===== src/hw/rtl/cpet_pkg.sv =====
`timescale 1ns / 1ps
// ----------------------------------------------------------------------------
// cpet_pkg
// Shared types and constants for the calendar period energy totals block.
// ----------------------------------------------------------------------------
package cpet_pkg;

	localparam int unsigned EnergyW = 32;
	localparam int unsigned SecsW   = 32;
	localparam int unsigned TotalW  = 32;

	// Period number widths (unsigned, reset to all ones)
	localparam int unsigned DayNumW   = 17;
	localparam int unsigned WeekNumW  = 14;
	localparam int unsigned MonthNumW = 16;
	localparam int unsigned YearNumW  = 13;

	// Day count since the epoch fits 16 bits for the whole 32-bit second range
	localparam int unsigned DaysW = 16;

	// secs / 86400 = (secs >> 7) / 675; reciprocal of 675 scaled by 2^35
	localparam int unsigned SecShift   = 7;
	localparam logic [25:0] Recip675   = 26'd50903317;
	localparam int unsigned Recip675Sh = 35;

	// (days + 3) / 7; reciprocal of 7 scaled by 2^19
	localparam logic [15:0] WeekShift  = 16'd3;
	localparam logic [16:0] Recip7     = 17'd74899;
	localparam int unsigned Recip7Sh   = 19;

	// Civil conversion: day offset to 0000-03-01 and era bases
	localparam logic [19:0] CivilOffset = 20'd719468;
	localparam logic [19:0] Era5Base    = 20'd730485;
	localparam logic [19:0] Era4Base    = 20'd584388;
	localparam logic [17:0] DaysPer4Cen = 18'd146096;
	localparam logic [17:0] DaysPerCen  = 18'd36524;

	// Reciprocal of 365 scaled by 2^24, reciprocal of 100 by 2^16, of 153 by 2^18
	localparam logic [15:0] Recip365   = 16'd45965;
	localparam int unsigned Recip365Sh = 24;
	localparam logic [9:0]  Recip100   = 10'd656;
	localparam int unsigned Recip100Sh = 16;
	localparam logic [10:0] Recip153   = 11'd1714;
	localparam int unsigned Recip153Sh = 18;

	localparam logic [11:0] Era4Year = 12'd1600;
	localparam logic [11:0] Era5Year = 12'd2000;

	// Item carried alongside the date pipeline
	typedef struct packed {
		logic [EnergyW-1:0] energy;
		logic               ok;
	} cpet_tag_t;

	// Period numbers of one session
	typedef struct packed {
		logic [DayNumW-1:0]   day;
		logic [WeekNumW-1:0]  week;
		logic [MonthNumW-1:0] month;
		logic [YearNumW-1:0]  year;
	} cpet_period_t;

endpackage


===== src/hw/rtl/cpet_in_if.sv =====
`timescale 1ns / 1ps
// ----------------------------------------------------------------------------
// cpet_in_if
// Session channel: one finished session per transaction.
// ----------------------------------------------------------------------------
interface cpet_in_if;
	logic        valid;
	logic        ready;
	logic [31:0] session_energy;
	logic [31:0] local_seconds;
	logic        clock_ok;

	modport source (output valid, session_energy, local_seconds, clock_ok, input ready);
	modport sink (input valid, session_energy, local_seconds, clock_ok, output ready);
endinterface


===== src/hw/rtl/cpet_out_if.sv =====
`timescale 1ns / 1ps
// ----------------------------------------------------------------------------
// cpet_out_if
// Totals channel: all running totals after one session per transaction.
// ----------------------------------------------------------------------------
interface cpet_out_if;
	logic        valid;
	logic        ready;
	logic [31:0] lifetime_total;
	logic [31:0] day_total;
	logic [31:0] week_total;
	logic [31:0] month_total;
	logic [31:0] year_total;
	logic [31:0] session_count;

	modport source (output valid, lifetime_total, day_total, week_total, month_total,
		year_total, session_count, input ready);
	modport sink (input valid, lifetime_total, day_total, week_total, month_total,
		year_total, session_count, output ready);
endinterface


===== src/hw/rtl/cpet_civil.sv =====
`timescale 1ns / 1ps
// ----------------------------------------------------------------------------
// cpet_civil
// Eight-stage pipeline from local seconds to day, week, month and year
// numbers, using reciprocal multiplies and comparisons for the constant divisions.
// ----------------------------------------------------------------------------
module cpet_civil
	import cpet_pkg::*;
(
	input  logic               clk,
	input  logic               arst_n,
	input  logic               en,
	input  logic               in_valid,
	input  logic [SecsW-1:0]   secs,
	input  cpet_tag_t          tag,
	output logic               out_valid,
	output cpet_period_t       period,
	output cpet_tag_t          out_tag
);

	logic v_s1, v_s2, v_s3, v_s4, v_s5, v_s6, v_s7, v_s8;

	logic [SecsW-1:0] secs_s1;
	cpet_tag_t        tag_s1, tag_s2, tag_s3, tag_s4, tag_s5, tag_s6, tag_s7, tag_s8;
	logic [DaysW-1:0] days_s2, days_s3, days_s4, days_s5, days_s6, days_s7;
	logic [WeekNumW-1:0] week_s3, week_s4, week_s5, week_s6, week_s7;
	logic             era5_s3, era5_s4, era5_s5, era5_s6, era5_s7;
	logic [17:0]      doe_s3, doe_s4, doe_s5;
	logic [17:0]      t_s4;
	logic [8:0]       yoe_s5, yoe_s6, yoe_s7;
	logic [8:0]       doy_s6;
	logic [3:0]       mp_s7;
	cpet_period_t     period_s8;

	// Stage 1 to 2: day count
	logic [50:0]      day_prod;
	logic [DaysW-1:0] days_c;

	// Stage 2 to 3: week, era and day of era
	logic [DaysW-1:0] wk_arg;
	logic [32:0]      wk_prod;
	logic [19:0]      z_c;
	logic             era5_c;
	logic [19:0]      doe_wide;

	// Stage 3 to 4: corrected day of era
	logic [31:0]      a_prod;
	logic [7:0]       a_c;
	logic [2:0]       b_c;
	logic             c_c;
	logic [17:0]      t_c;

	// Stage 4 to 5: year of era
	logic [33:0]      yoe_prod;

	// Stage 5 to 6: day of year
	logic [18:0]      c100_prod;
	logic [17:0]      year_base;
	logic [17:0]      doy_wide;

	// Stage 6 to 7: shifted month
	logic [10:0]      mp_num;
	logic [21:0]      mp_prod;

	// Stage 7 to 8: civil month and year
	logic [3:0]       mo_c;
	logic [11:0]      yr_c;
	logic [15:0]      mnum_c;

	always_comb begin
		day_prod = 51'(secs_s1[SecsW-1:SecShift]) * 51'(Recip675);
		days_c   = day_prod[Recip675Sh +: DaysW];
	end

	always_comb begin
		wk_arg   = days_s2 + WeekShift;
		wk_prod  = 33'(wk_arg) * 33'(Recip7);
		z_c      = 20'(days_s2) + CivilOffset;
		era5_c   = (z_c >= Era5Base);
		doe_wide = era5_c ? (z_c - Era5Base) : (z_c - Era4Base);
	end

	// Leap corrections: doe/1460, doe/36524 and doe/146096
	always_comb begin
		a_prod = 32'(doe_s3[17:2]) * 32'(Recip365);
		a_c    = a_prod[Recip365Sh +: 8];
		if (doe_s3 >= DaysPer4Cen) begin
			b_c = 3'd4;
		end else if (doe_s3 >= 18'(3 * 36524)) begin
			b_c = 3'd3;
		end else if (doe_s3 >= 18'(2 * 36524)) begin
			b_c = 3'd2;
		end else if (doe_s3 >= DaysPerCen) begin
			b_c = 3'd1;
		end else begin
			b_c = 3'd0;
		end
		c_c = (doe_s3 == DaysPer4Cen);
		t_c = doe_s3 - 18'(a_c) + 18'(b_c) - 18'(c_c);
	end

	always_comb begin
		yoe_prod = 34'(t_s4) * 34'(Recip365);
	end

	always_comb begin
		c100_prod = 19'(yoe_s5) * 19'(Recip100);
		year_base = 18'(yoe_s5) * 18'd365 + 18'(yoe_s5[8:2])
			- 18'(c100_prod[Recip100Sh +: 3]);
		doy_wide  = doe_s5 - year_base;
	end

	always_comb begin
		mp_num  = 11'(doy_s6) * 11'd5 + 11'd2;
		mp_prod = 22'(mp_num) * 22'(Recip153);
	end

	// Map March-based month back to January-based and finish the year
	always_comb begin
		mo_c   = (mp_s7 < 4'd10) ? (mp_s7 + 4'd3) : (mp_s7 - 4'd9);
		yr_c   = 12'(yoe_s7) + (era5_s7 ? Era5Year : Era4Year) + 12'(mo_c <= 4'd2);
		mnum_c = 16'(yr_c) * 16'd12 + 16'(mo_c) - 16'd1;
	end

	// Advance stage valids
	always_ff @(posedge clk or negedge arst_n) begin
		if (!arst_n) begin
			v_s1 <= 1'b0;
			v_s2 <= 1'b0;
			v_s3 <= 1'b0;
			v_s4 <= 1'b0;
			v_s5 <= 1'b0;
			v_s6 <= 1'b0;
			v_s7 <= 1'b0;
			v_s8 <= 1'b0;
		end else if (en) begin
			v_s1 <= in_valid;
			v_s2 <= v_s1;
			v_s3 <= v_s2;
			v_s4 <= v_s3;
			v_s5 <= v_s4;
			v_s6 <= v_s5;
			v_s7 <= v_s6;
			v_s8 <= v_s7;
		end
	end

	// Advance stage payloads
	always_ff @(posedge clk) begin
		if (en) begin
			secs_s1 <= secs;
			tag_s1  <= tag;

			days_s2 <= days_c;
			tag_s2  <= tag_s1;

			days_s3 <= days_s2;
			week_s3 <= wk_prod[Recip7Sh +: WeekNumW];
			era5_s3 <= era5_c;
			doe_s3  <= doe_wide[17:0];
			tag_s3  <= tag_s2;

			t_s4    <= t_c;
			doe_s4  <= doe_s3;
			days_s4 <= days_s3;
			week_s4 <= week_s3;
			era5_s4 <= era5_s3;
			tag_s4  <= tag_s3;

			yoe_s5  <= yoe_prod[Recip365Sh +: 9];
			doe_s5  <= doe_s4;
			days_s5 <= days_s4;
			week_s5 <= week_s4;
			era5_s5 <= era5_s4;
			tag_s5  <= tag_s4;

			doy_s6  <= doy_wide[8:0];
			yoe_s6  <= yoe_s5;
			days_s6 <= days_s5;
			week_s6 <= week_s5;
			era5_s6 <= era5_s5;
			tag_s6  <= tag_s5;

			mp_s7   <= mp_prod[Recip153Sh +: 4];
			yoe_s7  <= yoe_s6;
			days_s7 <= days_s6;
			week_s7 <= week_s6;
			era5_s7 <= era5_s6;
			tag_s7  <= tag_s6;

			period_s8.day   <= DayNumW'(days_s7);
			period_s8.week  <= week_s7;
			period_s8.month <= mnum_c;
			period_s8.year  <= YearNumW'(yr_c);
			tag_s8          <= tag_s7;
		end
	end

	assign out_valid = v_s8;
	assign period    = period_s8;
	assign out_tag   = tag_s8;

endmodule


===== src/hw/rtl/calendar_period_energy_totals.sv =====
`timescale 1ns / 1ps
// ----------------------------------------------------------------------------
// calendar_period_energy_totals
// Path: a session transaction passes the eight date stages, then the totals register.
// Throughput: one session per cycle; the eight-stage date pipeline and the
// totals register stall together only while a result waits on the output.
// Reset: totals and session count clear to zero, period numbers to all ones.
// ----------------------------------------------------------------------------
module calendar_period_energy_totals
	import cpet_pkg::*;
(
	input  logic        clk,
	input  logic        arst_n,
	cpet_in_if.sink     session,
	cpet_out_if.source  totals
);

	logic         en;
	logic         civ_valid;
	cpet_period_t civ_period;
	cpet_tag_t    civ_tag;
	cpet_tag_t    in_tag;

	logic [TotalW-1:0] lifetime_q, day_q, week_q, month_q, year_q, count_q;
	logic [DayNumW-1:0]   day_num_q;
	logic [WeekNumW-1:0]  week_num_q;
	logic [MonthNumW-1:0] month_num_q;
	logic [YearNumW-1:0]  year_num_q;
	logic                 out_valid_q;

	logic [TotalW-1:0] day_base, week_base, month_base, year_base;

	// Whole pipeline moves unless a result is held on the output
	assign en            = !out_valid_q || totals.ready;
	assign session.ready = en;

	assign in_tag.energy = session.session_energy;
	assign in_tag.ok     = session.clock_ok;

	cpet_civil u_civil (
		.clk       (clk),
		.arst_n    (arst_n),
		.en        (en),
		.in_valid  (session.valid),
		.secs      (session.local_seconds),
		.tag       (in_tag),
		.out_valid (civ_valid),
		.period    (civ_period),
		.out_tag   (civ_tag)
	);

	// Drop a period total when its number changes
	always_comb begin
		day_base   = (day_num_q   == civ_period.day)   ? day_q   : '0;
		week_base  = (week_num_q  == civ_period.week)  ? week_q  : '0;
		month_base = (month_num_q == civ_period.month) ? month_q : '0;
		year_base  = (year_num_q  == civ_period.year)  ? year_q  : '0;
	end

	// Update totals and flag a result
	always_ff @(posedge clk or negedge arst_n) begin
		if (!arst_n) begin
			lifetime_q  <= '0;
			day_q       <= '0;
			week_q      <= '0;
			month_q     <= '0;
			year_q      <= '0;
			count_q     <= '0;
			day_num_q   <= '1;
			week_num_q  <= '1;
			month_num_q <= '1;
			year_num_q  <= '1;
			out_valid_q <= 1'b0;
		end else if (en) begin
			out_valid_q <= civ_valid;
			if (civ_valid) begin
				lifetime_q <= lifetime_q + civ_tag.energy;
				count_q    <= count_q + TotalW'(1);
				if (civ_tag.ok) begin
					day_q       <= day_base + civ_tag.energy;
					week_q      <= week_base + civ_tag.energy;
					month_q     <= month_base + civ_tag.energy;
					year_q      <= year_base + civ_tag.energy;
					day_num_q   <= civ_period.day;
					week_num_q  <= civ_period.week;
					month_num_q <= civ_period.month;
					year_num_q  <= civ_period.year;
				end
			end
		end
	end

	assign totals.valid          = out_valid_q;
	assign totals.lifetime_total = lifetime_q;
	assign totals.day_total      = day_q;
	assign totals.week_total     = week_q;
	assign totals.month_total    = month_q;
	assign totals.year_total     = year_q;
	assign totals.session_count  = count_q;

endmodule


===== src/flat_wrapper.sv =====
// flat-port wrapper written by rule: the top's interface ports become plain ports
module calendar_period_energy_totals_flat import cpet_pkg::*;
  (clk, arst_n, session_valid, session_session_energy, session_local_seconds, session_clock_ok, session_ready, totals_valid, totals_lifetime_total, totals_day_total, totals_week_total, totals_month_total, totals_year_total, totals_session_count, totals_ready);
  cpet_in_if session_i ();
  cpet_out_if totals_i ();
  input  logic clk;
  input  logic arst_n;
  input wire logic [$bits(session_i.valid)-1:0] session_valid;
  input wire logic [$bits(session_i.session_energy)-1:0] session_session_energy;
  input wire logic [$bits(session_i.local_seconds)-1:0] session_local_seconds;
  input wire logic [$bits(session_i.clock_ok)-1:0] session_clock_ok;
  output wire logic [$bits(session_i.ready)-1:0] session_ready;
  output wire logic [$bits(totals_i.valid)-1:0] totals_valid;
  output wire logic [$bits(totals_i.lifetime_total)-1:0] totals_lifetime_total;
  output wire logic [$bits(totals_i.day_total)-1:0] totals_day_total;
  output wire logic [$bits(totals_i.week_total)-1:0] totals_week_total;
  output wire logic [$bits(totals_i.month_total)-1:0] totals_month_total;
  output wire logic [$bits(totals_i.year_total)-1:0] totals_year_total;
  output wire logic [$bits(totals_i.session_count)-1:0] totals_session_count;
  input wire logic [$bits(totals_i.ready)-1:0] totals_ready;
  assign session_i.valid = session_valid;
  assign session_i.session_energy = session_session_energy;
  assign session_i.local_seconds = session_local_seconds;
  assign session_i.clock_ok = session_clock_ok;
  assign session_ready = session_i.ready;
  assign totals_valid = totals_i.valid;
  assign totals_lifetime_total = totals_i.lifetime_total;
  assign totals_day_total = totals_i.day_total;
  assign totals_week_total = totals_i.week_total;
  assign totals_month_total = totals_i.month_total;
  assign totals_year_total = totals_i.year_total;
  assign totals_session_count = totals_i.session_count;
  assign totals_i.ready = totals_ready;
  calendar_period_energy_totals u_core (.clk(clk), .arst_n(arst_n), .session(session_i), .totals(totals_i));
endmodule

===== config.mk =====
export PLATFORM = sky130hd
export DESIGN_NAME = calendar_period_energy_totals_flat
export DESIGN_NICKNAME = d
export VERILOG_FILES = /design/src/hw/rtl/cpet_pkg.sv /design/src/hw/rtl/cpet_in_if.sv /design/src/hw/rtl/cpet_out_if.sv /design/src/hw/rtl/cpet_civil.sv /design/src/hw/rtl/calendar_period_energy_totals.sv /design/src/flat_wrapper.sv
export SDC_FILE = /design/constraint.sdc
export NUM_CORES = 2
export LEC_CHECK = 0
export BUFFER_PORTS_ARGS = -buffer_cell sky130_fd_sc_hd__buf_2
export CORE_MARGIN = 1.5
export CORE_UTILIZATION = 50
export CTS_CLUSTER_DIAMETER = 150
export CTS_CLUSTER_SIZE = 10
export DETAILED_ROUTE_END_ITERATION = 16
export HOLD_SLACK_MARGIN = 0.1
export PLACE_DENSITY = 0.68
export SLEW_MARGIN = 20
export SYNTH_ARGS = -nofsm -noshare
export SYNTH_HDL_FRONTEND = slang
export SYNTH_SLANG_ARGS = --single-unit

===== constraint.sdc =====
create_clock -name clk -period 54.1 [get_ports clk]
set_clock_uncertainty 0.1 [all_clocks]
set_input_delay 0 -clock clk [delete_from_list [all_inputs] [get_ports clk]]
set_output_delay 0 -clock clk [all_outputs]
set_load 0.05 [all_outputs]

Yosys cells after proc, flatten, opt, wreduce, memory -nomap -nowiden
Cells that the tools add are included.
{ "word_totals": {"regBits": 880, "inputBits": 69, "output_inout_bits": 194, "elab_cells": 124} }
{ "op_classes": {"add_sub_neg": 23, "mul": 9, "order_cmp": 7, "eq_ne": 5, "mux": 11, "n_reduce_logical": 4} }
{ "ops": {"columns": ["operator", "n"], "rows": [
  ["$add 32x32->32", 5],
  ["$mux 32", 4],
  ["$mul 25x26->51 const B", 1],
  ["$ge 18x17->1 const B", 2],
  ["$mul 16x17->33 const B", 1],
  ["$mul 18x16->33 const B", 1],
  ["$add 32x1->32 const B", 1],
  ["$mul 16x16->32 const B", 1],
  ["$mul 11x10->21 const B", 1],
  ["$add 16x20->20 const B", 1],
  ["$ge 20x20->1 const B", 1],
  ["$add 18x3->18", 1],
  ["$eq 18x18->1 const B", 1],
  ["$ge 18x16->1 const B", 1],
  ["$ge 18x18->1 const B", 1],
  ["$mux 18", 1],
  ["$sub 18x1->18", 1],
  ["$sub 18x16->18 const B", 1],
  ["$sub 18x18->18 const B", 1],
  ["$sub 18x8->18", 1],
  ["$eq 17x16->1", 1],
  ["$add 16x2->16 const B", 1],
  ["$add 16x4->16", 1],
  ["$eq 16x16->1", 1],
  ["other kinds (26)", 27]
]} }

Logic depth before layout (Yosys ltp)
{ "logic_depth": {"ltp_word": 7, "depth_mapped": 37, "depth_no_buf": 37} }

Hierarchy
From an unflattened synthesis, not the netlist that was laid out.
{ "unflattened": {"cells_unflattened": 5944, "hier_area_um2": 67507.2} }
{ "modules_own_cells": {"columns": ["mod", "instances", "cells_each", "area_each_um2", "seq_area_each_um2"], "rows": [
  ["cpet_civil", 1, 3746, 48891.9, 18577.8],
  ["calendar_period_energy_totals", 1, 2198, 18615.4, 6406.1]
]} }

Worst setup path before layout
OpenSTA, ideal clock, no wires.
{ "synth_path": {"kind": "register to register", "from": "reg u_core.out_valid_q, in the netlist u_core.totals.valid", "to": "reg u_core.u_civil.days_s2[0], enable pin", "setup_ps": 1238, "arrival_time_ps": 18104, "required_ps": 52762, "slack_ps": 34659, "stages_incl_launch_ff": 5, "n_path_buf": 2, "period_less_slack_ps": 19441, "cell_sequence": "dfrtp_1 nor2b_1 clkbuf_1 inv_1 clkbuf_1"} }
{ "synth_via": {"elab_chain_len": 2} }
{ "synth_lines": {"columns": ["item", "line", "text"], "rows": [
  ["start, declared", "calendar_period_energy_totals.sv:29", "logic out_valid_q;"],
  ["start signal, assigned", "calendar_period_energy_totals.sv:75", "out_valid_q <= civ_valid;"],
  ["$logic_not 1->1", "calendar_period_energy_totals.sv:34", "assign en = !out_valid_q || totals.ready;"],
  ["$logic_or 1x1->1", "calendar_period_energy_totals.sv:34", null],
  ["net session_ready", "flat_wrapper.sv:12", "output wire logic [$bits(session_i.ready)-1:0] session_ready;"],
  ["end signal, assigned", "cpet_civil.sv:154", "days_s2 <= days_c;"],
  ["end, declared", "cpet_civil.sv:25", "logic [DaysW-1:0] days_s2, days_s3, days_s4, days_s5, days_s6, days_s7;"]
]} }
The timed path passes the listed nets, and every way through them passes these cells.
A chain may end at the register's enable or synchronous reset.

Final worst setup path
{ "layout_path": {"from": "reg u_core.u_civil.doe_s3[7]", "to": "reg u_core.u_civil.t_s4[16], data pin"} }
{ "layout_via": {"elab_chain_len": 7, "elab_cells_between_ends": 13} }
{ "layout_lines": {"columns": ["item", "line", "text"], "rows": [
  ["start, declared", "cpet_civil.sv:28", "logic [17:0] doe_s3, doe_s4, doe_s5;"],
  ["start signal, assigned", "cpet_civil.sv:160", "doe_s3 <= doe_wide[17:0];"],
  ["parallel branches: the longest is 6 deep, another holds $mul 16x16->32", null, null],
  ["$sub 18x1->18 (*)", "cpet_civil.sv:99", "t_c = doe_s3 - 18'(a_c) + 18'(b_c) - 18'(c_c);"],
  ["net u_core.u_civil.t_c[16]", "cpet_civil.sv:51", "logic [17:0] t_c;"],
  ["end signal, assigned", "cpet_civil.sv:163", "t_s4 <= t_c;"],
  ["end, declared", "cpet_civil.sv:29", "logic [17:0] t_s4;"]
]} }
Mark *: on every way through the listed nets, which the timed path passes.

==> reports/metrics.cfg <==
[status]
status = complete, no violations

[synth]
synth_top_area_cell = edfxtp_1
synth_cell_types = 84
synthFlopType = edfxtp_1
synth.most_common_cell = ha_1
synth_edf_count = 612
syn_inst = 5842
postSynth.asyncResetShare = 0.298
yosys_warnings = 0
yosysSeqAreaShare = 0.376
yosysTopAreaCellShare = 0.277
syn_area_sq_um = 66400
synth_seq_cells = 872
synth_common_cells = ha_1, inv_1, edfxtp_1
synth_fp_nets = 7490
syn_avg_cell_area_sq_um = 11.4
synth_area_leaders = edfxtp_1, ha_1, fa_1, dfrtp_1, inv_1

[critical_path]
start_kind = flip-flop
max_stage_delay_ps = 900
reg2reg_to = u_core.u_civil.t_s4[16]
cpMostUsedCell = fa_1
regToRegSetupSlack_ps = 44260
worstPathMaxFanout = 11
worstPathRequired_ps = 54410
crit_arrival_ps = 10150
cp-endpoint = u_core.u_civil.t_s4[16]
crit_type = reg -> reg
ff2ff_path_depth = 35
cp-end-kind = flip-flop
r2r-start = u_core.u_civil.doe_s3[7]
slowest_stage = edfxtp_1
startpoint = u_core.u_civil.doe_s3[7]

[hold_path]
hp-class = in -> reg

[floorplanning]
core_region_area_sq_um = 132000
die_h_um = 367
die_w_um = 367
dieArea_sq_um = 135000
row_count = 133
start_util = 0.504
io_pins = 263

[clock_network]
cts_tree = yes
worstSkewPairLatency_ps = 710
clock-sinks = 872
cts.path.max_buffers = 3
cts-resized-gates = 0
clockRootBuffer = clkbuf_16
htreeDepth = 3
path_clk_slew_ps = 60
numCtsBuffers = 98

[placed_design]
routabilityCongestion = 0.900
dpl_cell_area_sq_um = 69800
post-place-cells = 7790
portBuffers = 255
place_hpwl_um = 106000

[sta]
finalCriticalPeriod_ps = 9840
rsz0062_at_grt = false
setup_violations = 0
post-route-period-util = 0.182
setup_tns_ps = 0
relSlewSlack = 0.323
clock.fmax_mhz = 102
hold_viol = 0
slew_viol_final = 0
tightest_slew_ps = 1020

[global_route]
grt_overflow = 0
antenna_found_initial = 1
grt_pass1_vias = 43600
grt_max_degree = 259
grt_pass1_wl_um = 228000
grt_use_total = 0.210

[final_layout]
drive_gt1_frac = 0.0772
nets = 7907
largest_reg_flops = 58
fin_cells = 8079
stdcell_area_sq_um = 74000
area_delta_synth_final_pct = 11.4

[route]
routed_wl_um = 140000
first_pass_iters = 5
drt_iter0_markers = 2095
vias = 42200
ant_nets = 0
wire_per_inst_um = 17.3
drc = 0
post_drt_via_cell_ratio = 5.22

[job]
drv_cap = 0

worst max-delay path: cells and delay by family, from the launching register on:
kind | cells | cell delay (ps)
fa+ha+maj | 11 | 4670
flops | 1 | 900
buf+inv | 7 | 670
compound gates | 13 | 2740
xor+xnor | 1 | 80
simple gates | 3 | 370
routing by layer:
| metal | GRT usage | part of all wire | wire [um] |
|---|---|---|---|
| met1 | 0.269 | 0.43 | 60600 |
| met2 | 0.368 | 0.49 | 69000 |
| met5 | 0 | 0 | 0 |
| met3 | 0.0290 | 0.041 | 5670 |
| met4 | 0.0664 | 0.031 | 4360 |
stage by stage:
stage                     setup slack [ps]  hold slack (ps)   util
final                                44260              211  0.562
after global routing                 43710              209  0.562
after CTS                            44320              148  0.562
after detailed placement             44330            -43.7  0.530
after global placement               44420            -33.5  0.530
after floorplan                      34660             -396      -
timing repair:
item / 4_1_cts / 5_1_grt
endpoints found under the hold margin: 264 / 0
setup buffers: 0 / 0
hold buffers: 123 / 0
endpoints found under the setup margin: 0 / 0
worst min path at each step:
stage | endpoint | slack (ps) | startpoint | cells after the start
floorplan | u_core.totals.day_total[0] | -400 | arst_n | 0
global placement | u_core.totals.lifetime_total[6] | -30 | arst_n | 1
detailed placement | u_core.totals.lifetime_total[3] | -40 | arst_n | 1
CTS | u_core.u_civil.v_s5 | 150 | totals_ready | 5
global route | u_core.u_civil.v_s4 | 210 | totals_ready | 5
finish | u_core.u_civil.v_s5 | 210 | totals_ready | 5
layout make-up:
cell class / count / area [sq um]
Fill cell: 11000 / 57700
Multi-Input combinational cell: 3942 / 37600
Sequential cell: 872 / 25000
Inverter: 945 / 3550
Timing Repair Buffer: 400 / 2760
Clock buffer: 154 / 2660
Tap cell: 1755 / 2200
Clock inverter: 10 / 244
Antenna cell: 1 / 2.50
cell families after synthesis:
group / after synthesis / synth area share
XOR/XNOR: 388 / 0.0512
AO/OA/AOI/OAI: 839 / 0.0800
adder cells (fa/ha/maj): 1579 / 0.352
buffers and inverters: 1028 / 0.0583
AND/OR/NAND/NOR: 1122 / 0.0801
multiplexers: 14 / 0.00217
flip-flops: 872 / 0.376
placed cells by master (no fill, tap or decap), drive strengths merged, types with 139 or more instances in the layout:
cell type,instances
dfrtp,201
ha,1094
o21ai,254
a21oi,213
inv,946
clkbuf,154
xor2,139
nand2,513
xnor2,249
edfxtp,612
buf,278
fa,485
Power is left out: the tool's default activity adds up to more than one toggle a clock period on the data nets, which glitch-free logic cannot reach.
